[config.mk]
export PLATFORM = sky130hd
export DESIGN_NAME = lfsr_keystream_word_decrypt
export DESIGN_NICKNAME = d
export VERILOG_FILES = /design/src/rtl/lkwd_pkg.sv /design/src/rtl/lfsr_keystream_word_decrypt.sv
export SDC_FILE = /design/constraint.sdc
export NUM_CORES = 1
export LEC_CHECK = 0
export BUFFER_PORTS_ARGS = -buffer_cell sky130_fd_sc_hd__buf_2
export CAP_MARGIN = 40
export CORE_UTILIZATION = 30
export CTS_CLUSTER_DIAMETER = 40
export DETAILED_ROUTE_END_ITERATION = 12
export MAX_ROUTING_LAYER = met4
export SYNTH_ARGS = -nofsm -noshare
export SYNTH_HDL_FRONTEND = slang
export SYNTH_SLANG_ARGS = --single-unit
[constraint.sdc]
create_clock -name clock -period 2.95 [get_ports clock]
set_input_delay 0.4425 -clock clock [delete_from_list [all_inputs] [get_ports clock]]
set_output_delay 0.4425 -clock clock [all_outputs]
set_load 0.02 [all_outputs]
[src/rtl/lkwd_pkg.sv]
// ----------------------------------------------------------------------------
// Keystream word decrypt package
// Widths and the keystream functions of the shift-register decryptor.
// ----------------------------------------------------------------------------
package lkwd_pkg;

   localparam int unsigned KEY_WIDTH  = 32;
   localparam int unsigned WORD_WIDTH = 16;

   typedef logic [KEY_WIDTH-1:0]  key_type;
   typedef logic [WORD_WIDTH-1:0] word_type;

   // Fixed bit scramble of the shift register.
   function automatic key_type scramble(input key_type k);
      key_type x;
      key_type t;
      x = (k >> 1) ^ k;
      t = ((k >> 15) & 32'h0000_2000) | (k & 32'h0100_0000);
      t = (t >> 1) | (k & 32'h0002_0000);
      t = (t >> 2) | (k & 32'h0000_1000);
      t = (t >> 3) | (((k >> 7) ^ k) & 32'h0008_0000);
      t = (t >> 1) | (((k >> 15) ^ k) & 32'h0000_4000);
      t = (t >> 2) | (k & 32'h0000_2000);
      t = (t >> 2) | (x & 32'h0000_0040) | (k & 32'h0000_0020);
      t = (t >> 1)
        | (((k >> 9) ^ (k << 8)) & 32'h0000_0800)
        | (((k >> 20) ^ (k << 1)) & 32'h0000_0004)
        | (((k << 3) ^ (k >> 16)) & 32'h0000_4000)
        | (((k >> 2) ^ (k >> 16)) & 32'h0000_0080)
        | (((k << 6) ^ (k >> 7)) & 32'h0000_0100)
        | ((k & 32'h0000_0100) << 7);
      return t;
   endfunction

   // Keystream word: scramble bits 23..8 plus the low byte, with bit 0 of
   // the register ORed in, moved up one byte.
   function automatic word_type keystream(input key_type k);
      key_type  s;
      logic [7:0] hi;
      s  = scramble(k);
      hi = s[7:0] | {7'b0, k[0]};
      return s[23:8] + {hi, 8'b0};
   endfunction

   // One step of the shift register, feedback from bits 0, 10, 30 and 31.
   function automatic key_type next_key(input key_type k);
      logic fb;
      fb = k[0] ^ k[10] ^ k[30] ^ k[31];
      return {fb, k[KEY_WIDTH-1:1]};
   endfunction

endpackage

[src/rtl/lfsr_keystream_word_decrypt.sv]
// ----------------------------------------------------------------------------
// Shift-register keystream word decryptor
// Each 16-bit ciphertext word is XORed with a keystream word drawn from a
// 32-bit shift register, which steps once per word. The first word of a
// message, and the first word after one marked last, loads the register from
// the key written on the csr port; a key written mid-message applies at the
// next message start. The block takes one word per clock: the keystream,
// the XOR and the register step are one level of logic between the shift
// register and the result register, and a word is accepted whenever the
// result register is empty or its transfer completes in the same cycle.
// The result is valid in the cycle after its input transfer.
// ----------------------------------------------------------------------------
module lfsr_keystream_word_decrypt (
   input  logic        clock,
   input  logic        reset,
   input  logic        csr_wr_en,
   input  logic [31:0] csr_wr_data,
   input  logic        req_valid,
   output logic        req_stall,
   input  logic [15:0] req_cipher_word,
   input  logic        req_last,
   output logic        rsp_valid,
   input  logic        rsp_stall,
   output logic [15:0] rsp_plain_word,
   output logic        rsp_last_out
);

   lkwd_pkg::key_type  key_seed_ff;
   lkwd_pkg::key_type  key_ff, key_in;
   logic               start_ff, start_in;
   logic               rsp_valid_ff, rsp_valid_in;
   lkwd_pkg::word_type plain_ff, plain_in;
   logic               last_ff, last_in;
   lkwd_pkg::key_type  key_cur;
   logic               req_fire;

   assign req_stall = rsp_valid_ff & rsp_stall;
   assign req_fire  = req_valid & ~req_stall;
   assign key_cur   = start_ff ? key_seed_ff : key_ff;

   always_comb begin
      key_in       = key_ff;
      start_in     = start_ff;
      plain_in     = plain_ff;
      last_in      = last_ff;
      rsp_valid_in = rsp_valid_ff & rsp_stall;
      if (req_fire) begin
         key_in       = lkwd_pkg::next_key(key_cur);
         start_in     = req_last;
         plain_in     = req_cipher_word ^ lkwd_pkg::keystream(key_cur);
         last_in      = req_last;
         rsp_valid_in = 1'b1;
      end
   end

   always_ff @(posedge clock) begin
      if (reset) begin
         key_seed_ff  <= '0;
         key_ff       <= '0;
         start_ff     <= 1'b1;
         rsp_valid_ff <= 1'b0;
      end else begin
         if (csr_wr_en) begin
            key_seed_ff <= csr_wr_data;
         end
         key_ff       <= key_in;
         start_ff     <= start_in;
         rsp_valid_ff <= rsp_valid_in;
      end
   end

   always_ff @(posedge clock) begin
      plain_ff <= plain_in;
      last_ff  <= last_in;
   end

   assign rsp_valid      = rsp_valid_ff;
   assign rsp_plain_word = plain_ff;
   assign rsp_last_out   = last_ff;

endmodule

After elaboration in Yosys (flattened, before gate mapping)
Cells that the tools add are included.
{ "word_totals": {"ff_bits": 83, "latchBits": 0, "ramBits": 0, "rom_bits": 0, "output_inout_bits": 19, "elab_cells": 39, "mem_count": 0} }
{ "op_classes": {"add_sub_neg": 1, "n_mul": 0, "div": 0, "magnitude_cmp": 0, "eq_ne": 0, "shift": 0, "mux": 2, "bitwise_logic": 30, "reduce_logical": 0} }
{ "op_table": {"columns": ["cell", "count"], "rows": [
  ["two-way mux 32 bit", 1],
  ["XOR 15 bit", 2],
  ["OR 14 x 25 -> 25 bit", 1],
  ["OR 24 x 16 -> 24 bit", 1],
  ["OR 24 x 18 -> 24 bit", 1],
  ["OR 24 x 8 -> 24 bit", 1],
  ["OR 24 x 9 -> 24 bit", 1],
  ["OR 22 x 13 -> 22 bit", 1],
  ["OR 19 x 20 -> 20 bit", 1],
  ["XOR 20 bit", 1],
  ["OR 19 x 15 -> 19 bit", 1],
  ["OR 17 x 14 -> 17 bit", 1],
  ["adder 16 bit", 1],
  ["XOR 16 bit", 1],
  ["OR 14 x 15 -> 15 bit", 1],
  ["OR 15 x 6 -> 15 bit", 1],
  ["OR 15 x 7 -> 15 bit", 1],
  ["OR 14 x 12 -> 14 bit", 1],
  ["OR 14 x 3 -> 14 bit", 1],
  ["XOR 12 bit", 1],
  ["XOR 9 bit", 1],
  ["OR 8 x 1 -> 8 bit", 1],
  ["XOR 8 bit", 1],
  ["XOR 7 bit", 1],
  ["5 further kinds", 8]
]} }

Depth between registers and ports, before layout
Gate-level depths: netlist of the first run.
{ "depth": {"depth_word": 18, "mapped_depth": 5} }

Worst setup path before layout of the first run
No wires, ideal clock.
{ "synth_path": {"path_type": "input -> register", "startpoint": "input port req_valid", "endpoint": "register last_ff, in the netlist rsp_last_out, enable pin", "setup_time_ns": 0.356, "arrival_ns": 1.135, "setup_slack_ns": 1.458, "cell_stages": 3, "path_buffers": 2, "cell_sequence": "a21boi_4 > buf_6 > buf_2"} }
{ "synth_between": {"elab_chain_len": 1} }
{ "synth_rtl": {"columns": ["item", "line_no", "text"], "rows": [
  ["from (decl)", "lfsr_keystream_word_decrypt.sv:18", "input logic req_valid,"],
  ["AND 1 bit", "lfsr_keystream_word_decrypt.sv:38", "assign req_fire = req_valid & ~req_stall;"],
  ["named net req_fire", "lfsr_keystream_word_decrypt.sv:35", "logic req_fire;"],
  ["to (signal assigned)", "lfsr_keystream_word_decrypt.sv:74", "last_ff <= last_in;"],
  ["to (decl)", "lfsr_keystream_word_decrypt.sv:33", "logic last_ff, last_in;"]
]} }
The timed path passes the listed nets, and every way through them passes these cells.
A chain may end at the register's enable or synchronous reset.

Worst setup path in the final report of the first run
{ "layout_path": {"startpoint": "register rsp_valid_ff, in the netlist rsp_valid", "endpoint": "register key_ff[26]"} }
{ "layout_between": {"elab_chain_len": 3} }
{ "layout_rtl": {"columns": ["item", "line_no", "text"], "rows": [
  ["from (decl)", "lfsr_keystream_word_decrypt.sv:31", "logic rsp_valid_ff, rsp_valid_in;"],
  ["from (signal assigned)", "lfsr_keystream_word_decrypt.sv:68", "rsp_valid_ff <= rsp_valid_in;"],
  ["AND 1 bit", "lfsr_keystream_word_decrypt.sv:37", "assign req_stall = rsp_valid_ff & rsp_stall;"],
  ["inverter 1 bit", "lfsr_keystream_word_decrypt.sv:38", null],
  ["AND 1 bit", "lfsr_keystream_word_decrypt.sv:38", null],
  ["to (signal assigned)", "lfsr_keystream_word_decrypt.sv:66", "key_ff <= key_in;"],
  ["to (decl)", "lfsr_keystream_word_decrypt.sv:29", "lkwd_pkg::key_type key_ff, key_in;"]
]} }
Every way passes these cells.

==> impl_metrics.env, run 1 <==
export IMPL_grt_usage=0.128
export IMPL_yosys_area_top_type_share=0.363
export IMPL_setup_viol=0
export IMPL_antenna_found_initial=0
export IMPL_cts_max_path_buffers=2
export IMPL_first_pass_iters=8
export IMPL_clock_sinks=83
export IMPL_intPower_mw=2.13
export IMPL_drv_cap=0
export IMPL_fin_crit_ns=1.53
export IMPL_core_um2=11600
export IMPL_dieArea_um2=12600
export IMPL_grt_overflow=0
export IMPL_chipWidth_um=112
export IMPL_synth_fp_nets=375
export IMPL_nNetsFinal=443
export IMPL_timing_hold_ws_ns=0.308
export IMPL_vias_per_cell=4.62
export IMPL_diodes=0
export IMPL_worstPathMaxFanout=18
export IMPL_gp_congestion=0.700
export IMPL_num_vias=2479
export IMPL_min_path_type="primary input to flop"
export IMPL_crit_type="flop to flop"
export IMPL_yosys_area_top_type="dfxtp_1"
export IMPL_cts_made_buffers=9
export IMPL_cp_required_ns=3.21
export IMPL_row_count=39
export IMPL_finClkSkew_ns=0.00773
export IMPL_status="complete, but fails checks"
export IMPL_h_tree_depth=3
export IMPL_ys_seq_area_frac=0.504
export IMPL_swShare=0.260
export IMPL_clk_pin_slew_ns=0.07
export IMPL_worstPathArrival_ns=1.80
export IMPL_syn_avg_cell_area_um2=11.3
export IMPL_hold_viol=0
export IMPL_synthTopCellsByArea="dfxtp_1 (36%), mux2i_1 (20%), edfxtp_1 (14%)"
export IMPL_netSwitchingPower_uw=750
export IMPL_post_cts_buffers=0
export IMPL_end_kind="flop"
export IMPL_rsz0062_at_grt="no"
export IMPL_sequentialPowerShare=0.455
export IMPL_relSlewSlack=0.473
export IMPL_total_leakage_power_nw=2.06
export IMPL_cts_tree="done"
export IMPL_grt_pass1_wl_um=12000
export IMPL_dp_cells=521
export IMPL_grt_pass1_vias=2479
export IMPL_drive_gt1_frac=0.277
export IMPL_syn_area_um2=3640
export IMPL_ir_drop_v=0.000254
export IMPL_p_clk_frac=0.408
export IMPL_fin_tns_setup_ns=0
export IMPL_cts_hold_buffers=0
export IMPL_wl_um=7390
export IMPL_ant_nets=0
export IMPL_crit_path_start_kind="flop"
export IMPL_drt_initial_drc_count=110
export IMPL_grt_max_degree=40
export IMPL_maxSlewViolCount=0
export IMPL_syn2layout_area_growth_pct=21.9
export IMPL_drc=8
export IMPL_yosys_warnings=0
export IMPL_die_y_um=112
export IMPL_violations="design-rule violations"
export IMPL_max_freq_mhz=652
export IMPL_cts_resized=0
export IMPL_boundaryPins=73
export IMPL_root_buffer="clkbuf_16"
export IMPL_synth_seq_cells=83
export IMPL_worstMarginPinSlew_ns=0.790
export IMPL_p_per_area_nw_per_um2=650
export IMPL_wl_per_cell_um=13.8
export IMPL_initial_core_util=0.313
export IMPL_ys_types=21
export IMPL_fin_cells=537
export IMPL_combPwrFrac=0.137
export IMPL_hpwl_um=5160
export IMPL_port_buffers=72
export IMPL_period_share=0.520
export IMPL_clk_latency_ns=0.34
export IMPL_synthCells=321
[Yosys cell counts]
| cell type | n |
|---|---|
| dfxtp_1 | 66 |
| or3b_2 | 1 |
| and2_1 | 1 |
| o221ai_1 | 1 |
| nor2b_1 | 1 |
| a21boi_4 | 1 |
| buf_2 | 10 |
| a211oi_2 | 10 |
| buf_4 | 2 |
| xnor2_1 | 22 |
| nand3b_1 | 1 |
| buf_1 | 3 |
| a211o_1 | 1 |
| clkbuf_1 | 2 |
| nor2_1 | 66 |
| edfxtp_1 | 17 |
| nand2_1 | 1 |
| a211oi_1 | 21 |
| xor2_1 | 16 |
| buf_6 | 6 |
| mux2i_1 | 72 |
[cell usage in the layout (no fill, tap or decap)]
cell type  Yosys  routed
mux2i_1       72      72
inv_6          0       3
clkbuf_16      0      11
a211oi_1      21      21
nor2b_1        1       1
dfxtp_1       66      65
buf_2         10      72
buf_4          2       6
a211o_1        1       1
a21boi_4       1       1
nand2_1        1       1
a211oi_2      10      10
nor2_1        66      66
and2_1         1       1
buf_12         0       2
inv_8          0       1
xnor2_1       22      22
xor2_1        16      16
or3b_2         1       1
nand3b_1       1       1
o221ai_1       1       1
edfxtp_1      17      17
clkinv_4       0       1
dfxtp_2        0       1
[cell type report]
cell class	count	area [um^2]
Fill cell	1153	7180
Sequential cell	83	1830
Multi-Input combinational cell	215	1650
Timing Repair Buffer	80	445
Clock buffer	11	275
Tap cell	143	179
Clock inverter	5	46.3
[per-layer routing]
layer | up-vias | global-route usage | part of all wire
li1 | 1256 | - | -
met4 | 0 | 0.0480 | 0.012
met2 | 49 | 0.212 | 0.50
met5 | - | - | 0
met3 | 10 | 0.0302 | 0.041
met1 | 1164 | 0.150 | 0.45
[path summary, 6_finish.rpt]
kind                                     start                           end  slack (ns)  cells past startpoint
setup / recovery          rsp_valid$_SDFF_PP0_       key_ff[26]$_SDFFE_PP0P_        1.42                      4
hold reg to reg   key_seed_ff[13]$_SDFFE_PP0P_  key_seed_ff[13]$_SDFFE_PP0P_        0.50                      2
setup reg to reg          rsp_valid$_SDFF_PP0_       key_ff[26]$_SDFFE_PP0P_        1.42                      4
hold / removal                        req_last        rsp_last_out$_DFFE_PP_        0.31                      1
[stage by stage]
stage,util,power (mW),setup WS [ns],instance area [um^2]
after CTS,0.382,2.93,1.38,4430
after global placement,0.354,1.73,1.20,4110
after detailed placement,0.354,1.74,1.16,4110
after floorplan,-,1.62,1.46,3640
final,0.382,2.88,1.42,4430
after global routing,0.382,3.01,1.26,4430
[power by group through the flow]
stage | Clock (mW) | Sequential [mW] | Combinational, mW
finish | 1.17 | 1.31 | 0.396
global route | 1.25 | 1.32 | 0.438
CTS | 1.21 | 1.31 | 0.404
detailed placement | 0 | 1.34 | 0.403
global placement | 0 | 1.34 | 0.393
floorplan | 0 | 1.36 | 0.267
[worst max-delay path, cell delays in order (launching register included)]
cell,delay (ns)
dfxtp_1,0.34
a21boi_4,0.52
buf_4,0.32
nor2_1,0.08
a211oi_2,0.19
[registers in the layout (all words and copies together), names as in the netlist]
name and flops:
key_seed_ff 32, rsp_last_out 1, key_ff 32, start_ff 1, rsp_valid 1, rsp_plain_word 16
[cells by family (layout without fill, tap and decap cells)]
group	count (synthesis)	after routing	synth area share
mux	72	72	0.198
xor+xnor	38	38	0.0915
compound gates	34	34	0.0878
buf+inv	23	96	0.0416
flops	83	83	0.504
simple gates	71	71	0.0771
(Power assumes the default switching activity.)
==> run 2: changes to the inputs <==
==> constraint.sdc (replaced) <==
create_clock -name clock -period 1.4 [get_ports clock]
set_input_delay 0.21 -clock clock [delete_from_list [all_inputs] [get_ports clock]]
set_output_delay 0.21 -clock clock [all_outputs]
set_load 0.02 [all_outputs]
==> impl_metrics.env, run 2 (synthesis results as in run 1) <==
export IMPL_swShare=0.242
export IMPL_fin_tns_setup_ns=0
export IMPL_p_per_area_nw_per_um2=1330
export IMPL_cts_tree="done"
export IMPL_nNetsFinal=447
export IMPL_core_um2=11600
export IMPL_finClkSkew_ns=0.00821
export IMPL_grt_pass1_vias=2508
export IMPL_grt_overflow=0
export IMPL_fin_total_pwr_mw=6.05
export IMPL_p_clk_frac=0.397
export IMPL_fin_cells=541
export IMPL_reg2regPathDepth=3
export IMPL_dp_cells=525
export IMPL_antenna_found_initial=0
export IMPL_relSlewSlack=0.799
export IMPL_post_cts_buffers=0
export IMPL_cts_max_path_buffers=2
export IMPL_total_leakage_power_nw=2.11
export IMPL_root_buffer="clkbuf_16"
export IMPL_wl_um=7330
export IMPL_drt_initial_drc_count=114
export IMPL_rrSetupSlack_ns=0.12
export IMPL_first_pass_iters=8
export IMPL_crit_path_start_kind="flop"
export IMPL_drc=9
export IMPL_drive_gt1_frac=0.284
export IMPL_ant_nets=0
export IMPL_end_kind="flop"
export IMPL_clk_latency_ns=0.33
export IMPL_port_buffers=72
export IMPL_combPwrFrac=0.145
export IMPL_sequentialPowerShare=0.458
export IMPL_final_cell_mix="mux2i_1 (72), buf_2 (72), nor2_1 (66)"
export IMPL_worstHoldStart="req_last"
export IMPL_cts_resized=0
export IMPL_min_path_type="primary input to flop"
export IMPL_dieArea_um2=12600
export IMPL_timing_rr_start="start_ff$_SDFFE_PP1P_"
export IMPL_status="complete, but fails checks"
export IMPL_row_count=39
export IMPL_maxSlewViolCount=0
export IMPL_drv_cap=0
export IMPL_layout_setup_ws_ns=0.119
export IMPL_initial_core_util=0.313
export IMPL_fill_cells=1176
export IMPL_hold_depth=1
export IMPL_clk_pin_slew_ns=0.06
export IMPL_rsz0062_at_grt="no"
export IMPL_r2r_end="rsp_plain_word[9]$_DFFE_PP_"
export IMPL_syn2layout_area_growth_pct=24.7
export IMPL_crit_type="flop to flop"
export IMPL_worstMarginPinSlew_ns=0.293
export IMPL_dpl_worst_slack_ns=0.120
export IMPL_cts_hold_buffers=0
export IMPL_gp_congestion=0.740
export IMPL_timing_hold_ws_ns=0.100
export IMPL_wl_per_cell_um=13.5
export IMPL_worstPathMaxFanout=20
export IMPL_netSwitchingPower_mw=1.47
export IMPL_hold_viol=0
export IMPL_fin_crit_ns=1.28
export IMPL_grt_pass1_wl_um=12300
export IMPL_intPower_mw=4.58
export IMPL_clock_sinks=83
export IMPL_setup_viol=0
export IMPL_die_y_um=112
export IMPL_num_vias=2488
export IMPL_period_share=0.915
export IMPL_vias_per_cell=4.60
export IMPL_cp_required_ns=1.48
export IMPL_ir_drop_v=0.000512
export IMPL_worstPathArrival_ns=1.36
export IMPL_violations="design-rule violations"
export IMPL_cts_made_buffers=9
export IMPL_hpwl_um=5180
export IMPL_grt_usage=0.129
export IMPL_grt_max_degree=40
export IMPL_chipWidth_um=112
export IMPL_min_to="rsp_last_out$_DFFE_PP_"
export IMPL_max_freq_mhz=781
export IMPL_diodes=0
export IMPL_boundaryPins=73
export IMPL_h_tree_depth=3
-- run 2: metal layers --
metal  share of wire  global-route usage  up-vias
met5               0                   -        -
met4           0.012              0.0453        0
met3           0.046              0.0324        9
met2            0.48               0.208       49
met1            0.47               0.158     1162
li1                -                   -     1268
-- run 2: power groups by stage --
stage / Clock (mW) / Sequential (mW) / Combinational [mW]
6_report: 2.40 / 2.77 / 0.876
5_1_grt: 2.59 / 2.79 / 0.966
4_1_cts: 2.49 / 2.77 / 0.891
3_5_place_dp: 0 / 2.82 / 0.888
3_3_place_gp: 0 / 2.82 / 0.869
2_1_floorplan: 0 / 2.86 / 0.564
-- run 2: critical path, stage by stage, from the launching register on --
cell	delay [ns]
dfxtp_2	0.41
buf_12	0.20
mux2i_1	0.31
xnor2_1	0.09
-- run 2: metrics by stage --
step / cell area (um^2) / util
final: 4530 / 0.390
after global routing: 4530 / 0.390
after CTS: 4530 / 0.390
after detailed placement: 4220 / 0.363
after global placement: 4220 / 0.363
after floorplan: 3640 / -
-- run 2: cell type report --
cell class	count	area [um^2]	area share
multi-input combinational	215	1650	0.365
timing repair buffer	84	551	0.121
tap	143	179	0.0395
clock inverter	3	15.0	0.00331
sequential	83	1830	0.404
clock buffer	13	303	0.0668
-- run 2: worst max-delay path by stage --
stage / from / to / slack (ns) / cells past startpoint
2_1_floorplan: rsp_valid$_SDFF_PP0_ / rsp_last_out$_DFFE_PP_ / 0.08 / 3
3_3_place_gp: start_ff$_SDFFE_PP1P_ / rsp_plain_word[9]$_DFFE_PP_ / 0.15 / 3
3_5_place_dp: start_ff$_SDFFE_PP1P_ / rsp_plain_word[9]$_DFFE_PP_ / 0.12 / 3
4_1_cts: rsp_valid$_SDFF_PP0_ / key_ff[19]$_SDFFE_PP0P_ / 0.08 / 5
5_1_grt: rsp_valid$_SDFF_PP0_ / key_ff[19]$_SDFFE_PP0P_ / 0.003 / 5
6_report: start_ff$_SDFFE_PP1P_ / rsp_plain_word[9]$_DFFE_PP_ / 0.12 / 3
==> run 3: changes to the inputs <==
--- a/config.mk
+++ b/config.mk
@@ -7,10 +7,12 @@
 export LEC_CHECK = 0
 export BUFFER_PORTS_ARGS = -buffer_cell sky130_fd_sc_hd__buf_2
 export CAP_MARGIN = 40
+export CORE_ASPECT_RATIO = 1.4
 export CORE_UTILIZATION = 30
 export CTS_CLUSTER_DIAMETER = 40
 export DETAILED_ROUTE_END_ITERATION = 12
 export MAX_ROUTING_LAYER = met4
+export SKIP_CTS_REPAIR_TIMING = 1
 export SYNTH_ARGS = -nofsm -noshare
 export SYNTH_HDL_FRONTEND = slang
 export SYNTH_SLANG_ARGS = --single-unit
==> impl_metrics.env, run 3 (synthesis results as in run 1) <==
export IMPL_status="completed"
export IMPL_chipWidth_um=95.0
export IMPL_dieArea_um2=12600
export IMPL_gp_congestion=0.708
export IMPL_grt_max_degree=33
export IMPL_clock_sinks=83
export IMPL_cp_required_ns=1.48
export IMPL_worstPathMaxFanout=21
export IMPL_drc=0
export IMPL_ant_nets=0
export IMPL_p_per_area_nw_per_um2=1360
export IMPL_first_pass_iters=4
export IMPL_dp_cells=527
export IMPL_relSlewSlack=0.752
export IMPL_worstHoldStart="req_last"
export IMPL_port_buffers=72
export IMPL_ir_drop_v=0.000544
export IMPL_total_leakage_power_nw=2.08
export IMPL_vias_per_cell=4.51
export IMPL_worstPathArrival_ns=1.35
export IMPL_cts_max_path_buffers=2
export IMPL_grt_overflow=0
export IMPL_hpwl_um=5260
export IMPL_end_kind="flop"
export IMPL_row_count=47
export IMPL_timing_rr_start="start_ff$_SDFFE_PP1P_"
export IMPL_fin_cells=544
export IMPL_cpMaxStageDelayCell="dfxtp_2"
export IMPL_crit_type="flop to flop"
export IMPL_fin_tns_setup_ns=0
export IMPL_maxSlewViolCount=0
export IMPL_cp_slowest_stage_delay_ns=0.38
export IMPL_final_cell_mix="mux2i_1 (72), buf_2 (72), nor2_1 (66)"
export IMPL_core_um2=11800
export IMPL_worstMarginPinSlew_ns=0.373
export IMPL_cts_tree="done"
export IMPL_clk_latency_ns=0.33
export IMPL_drv_cap=0
export IMPL_rsz0062_at_grt="no"
export IMPL_wl_per_cell_um=13.6
export IMPL_grt_pass1_vias=2595
export IMPL_grt_pass1_wl_um=12200
export IMPL_finClkSkew_ns=0.00554
export IMPL_die_y_um=132
export IMPL_max_freq_mhz=785
export IMPL_fin_crit_ns=1.27
export IMPL_antenna_found_initial=0
export IMPL_grt_usage=0.132
export IMPL_fill_cells=1171
export IMPL_initial_core_util=0.308
export IMPL_hold_viol=0
export IMPL_drive_gt1_frac=0.275
export IMPL_dpl_cell_area_um2=4170
export IMPL_min_path_type="primary input to flop"
export IMPL_startpoint="start_ff$_SDFFE_PP1P_"
export IMPL_root_buffer="clkbuf_16"
export IMPL_clk_pin_slew_ns=0.06
export IMPL_period_share=0.910
export IMPL_boundaryPins=73
export IMPL_diodes=0
export IMPL_h_tree_depth=3
export IMPL_design_area_um2=4490
export IMPL_num_vias=2456
export IMPL_wl_um=7370
export IMPL_cts_made_buffers=9
export IMPL_setup_viol=0
export IMPL_crit_path_start_kind="flop"
export IMPL_drt_initial_drc_count=38
export IMPL_nNetsFinal=446
export IMPL_syn2layout_area_growth_pct=23.6
export IMPL_path_cells="buf_12 > mux2i_1 > xnor2_1"
## run 3: cell count changes in the layout (fill, tap and decap cells not counted)
cell / before / now
buf_12: 8 / 5
buf_4: 4 / 6
bufinv_16: 0 / 1
clkbuf_1: 0 / 3
clkbuf_16: 11 / 10
clkinv_2: 3 / 0
## run 3: power breakdown
part	total [mW]	internal, mW	switching (mW)
combinational	0.858	0.414	0.445
clock	2.48	1.59	0.889
sequential	2.77	2.65	0.118
## run 3: layer usage
metal | GRT usage | routed length (um) | vias to the layer above | share of wire
met4 | 0.0530 | 118 | 0 | 0.016
met3 | 0.0358 | 312 | 8 | 0.042
li1 | - | - | 1263 | -
met2 | 0.221 | 3760 | 40 | 0.51
met1 | 0.146 | 3180 | 1145 | 0.43
met5 | - | 0 | - | 0
## run 3: final cells by class
type                       instances  area, um^2  share of cell area
tap                              147         184              0.0409
clock buffer                      15         289              0.0643
timing repair buffer              83         505               0.112
multi-input combinational        215        1650               0.368
sequential                        83        1830               0.408
clock inverter                     1        30.0             0.00668
## run 3: worst max-delay path: cells and delay by family (launching register included)
family | cells | cell delay (ns)
DFF | 1 | 0.38
buffers and inverters | 1 | 0.19
muxes | 1 | 0.33
xor gates and xnor gates | 1 | 0.10
## run 3: stage by stage
stage | total power [mW] | util | hold WS (ns) | setup slack (ns)
after floorplan | 3.42 | - | 0.309 | 0.0829
after global placement | 3.67 | 0.353 | 0.442 | 0.131
after detailed placement | 3.69 | 0.353 | 0.449 | 0.0505
after CTS | 6.19 | 0.380 | 0.0991 | 0.0621
after global routing | 6.39 | 0.380 | 0.0930 | 0.0338
final | 6.10 | 0.380 | 0.101 | 0.126
## run 3: path summary, 6_finish.rpt
| check | to | slack, ns | depth (start not counted) |
|---|---|---|---|
| hold / removal | rsp_last_out$_DFFE_PP_ | 0.10 | 1 |
| setup reg to reg | rsp_plain_word[12]$_DFFE_PP_ | 0.13 | 3 |
| hold reg to reg | key_seed_ff[16]$_SDFFE_PP0P_ | 0.50 | 2 |
| setup / recovery | rsp_plain_word[12]$_DFFE_PP_ | 0.13 | 3 |
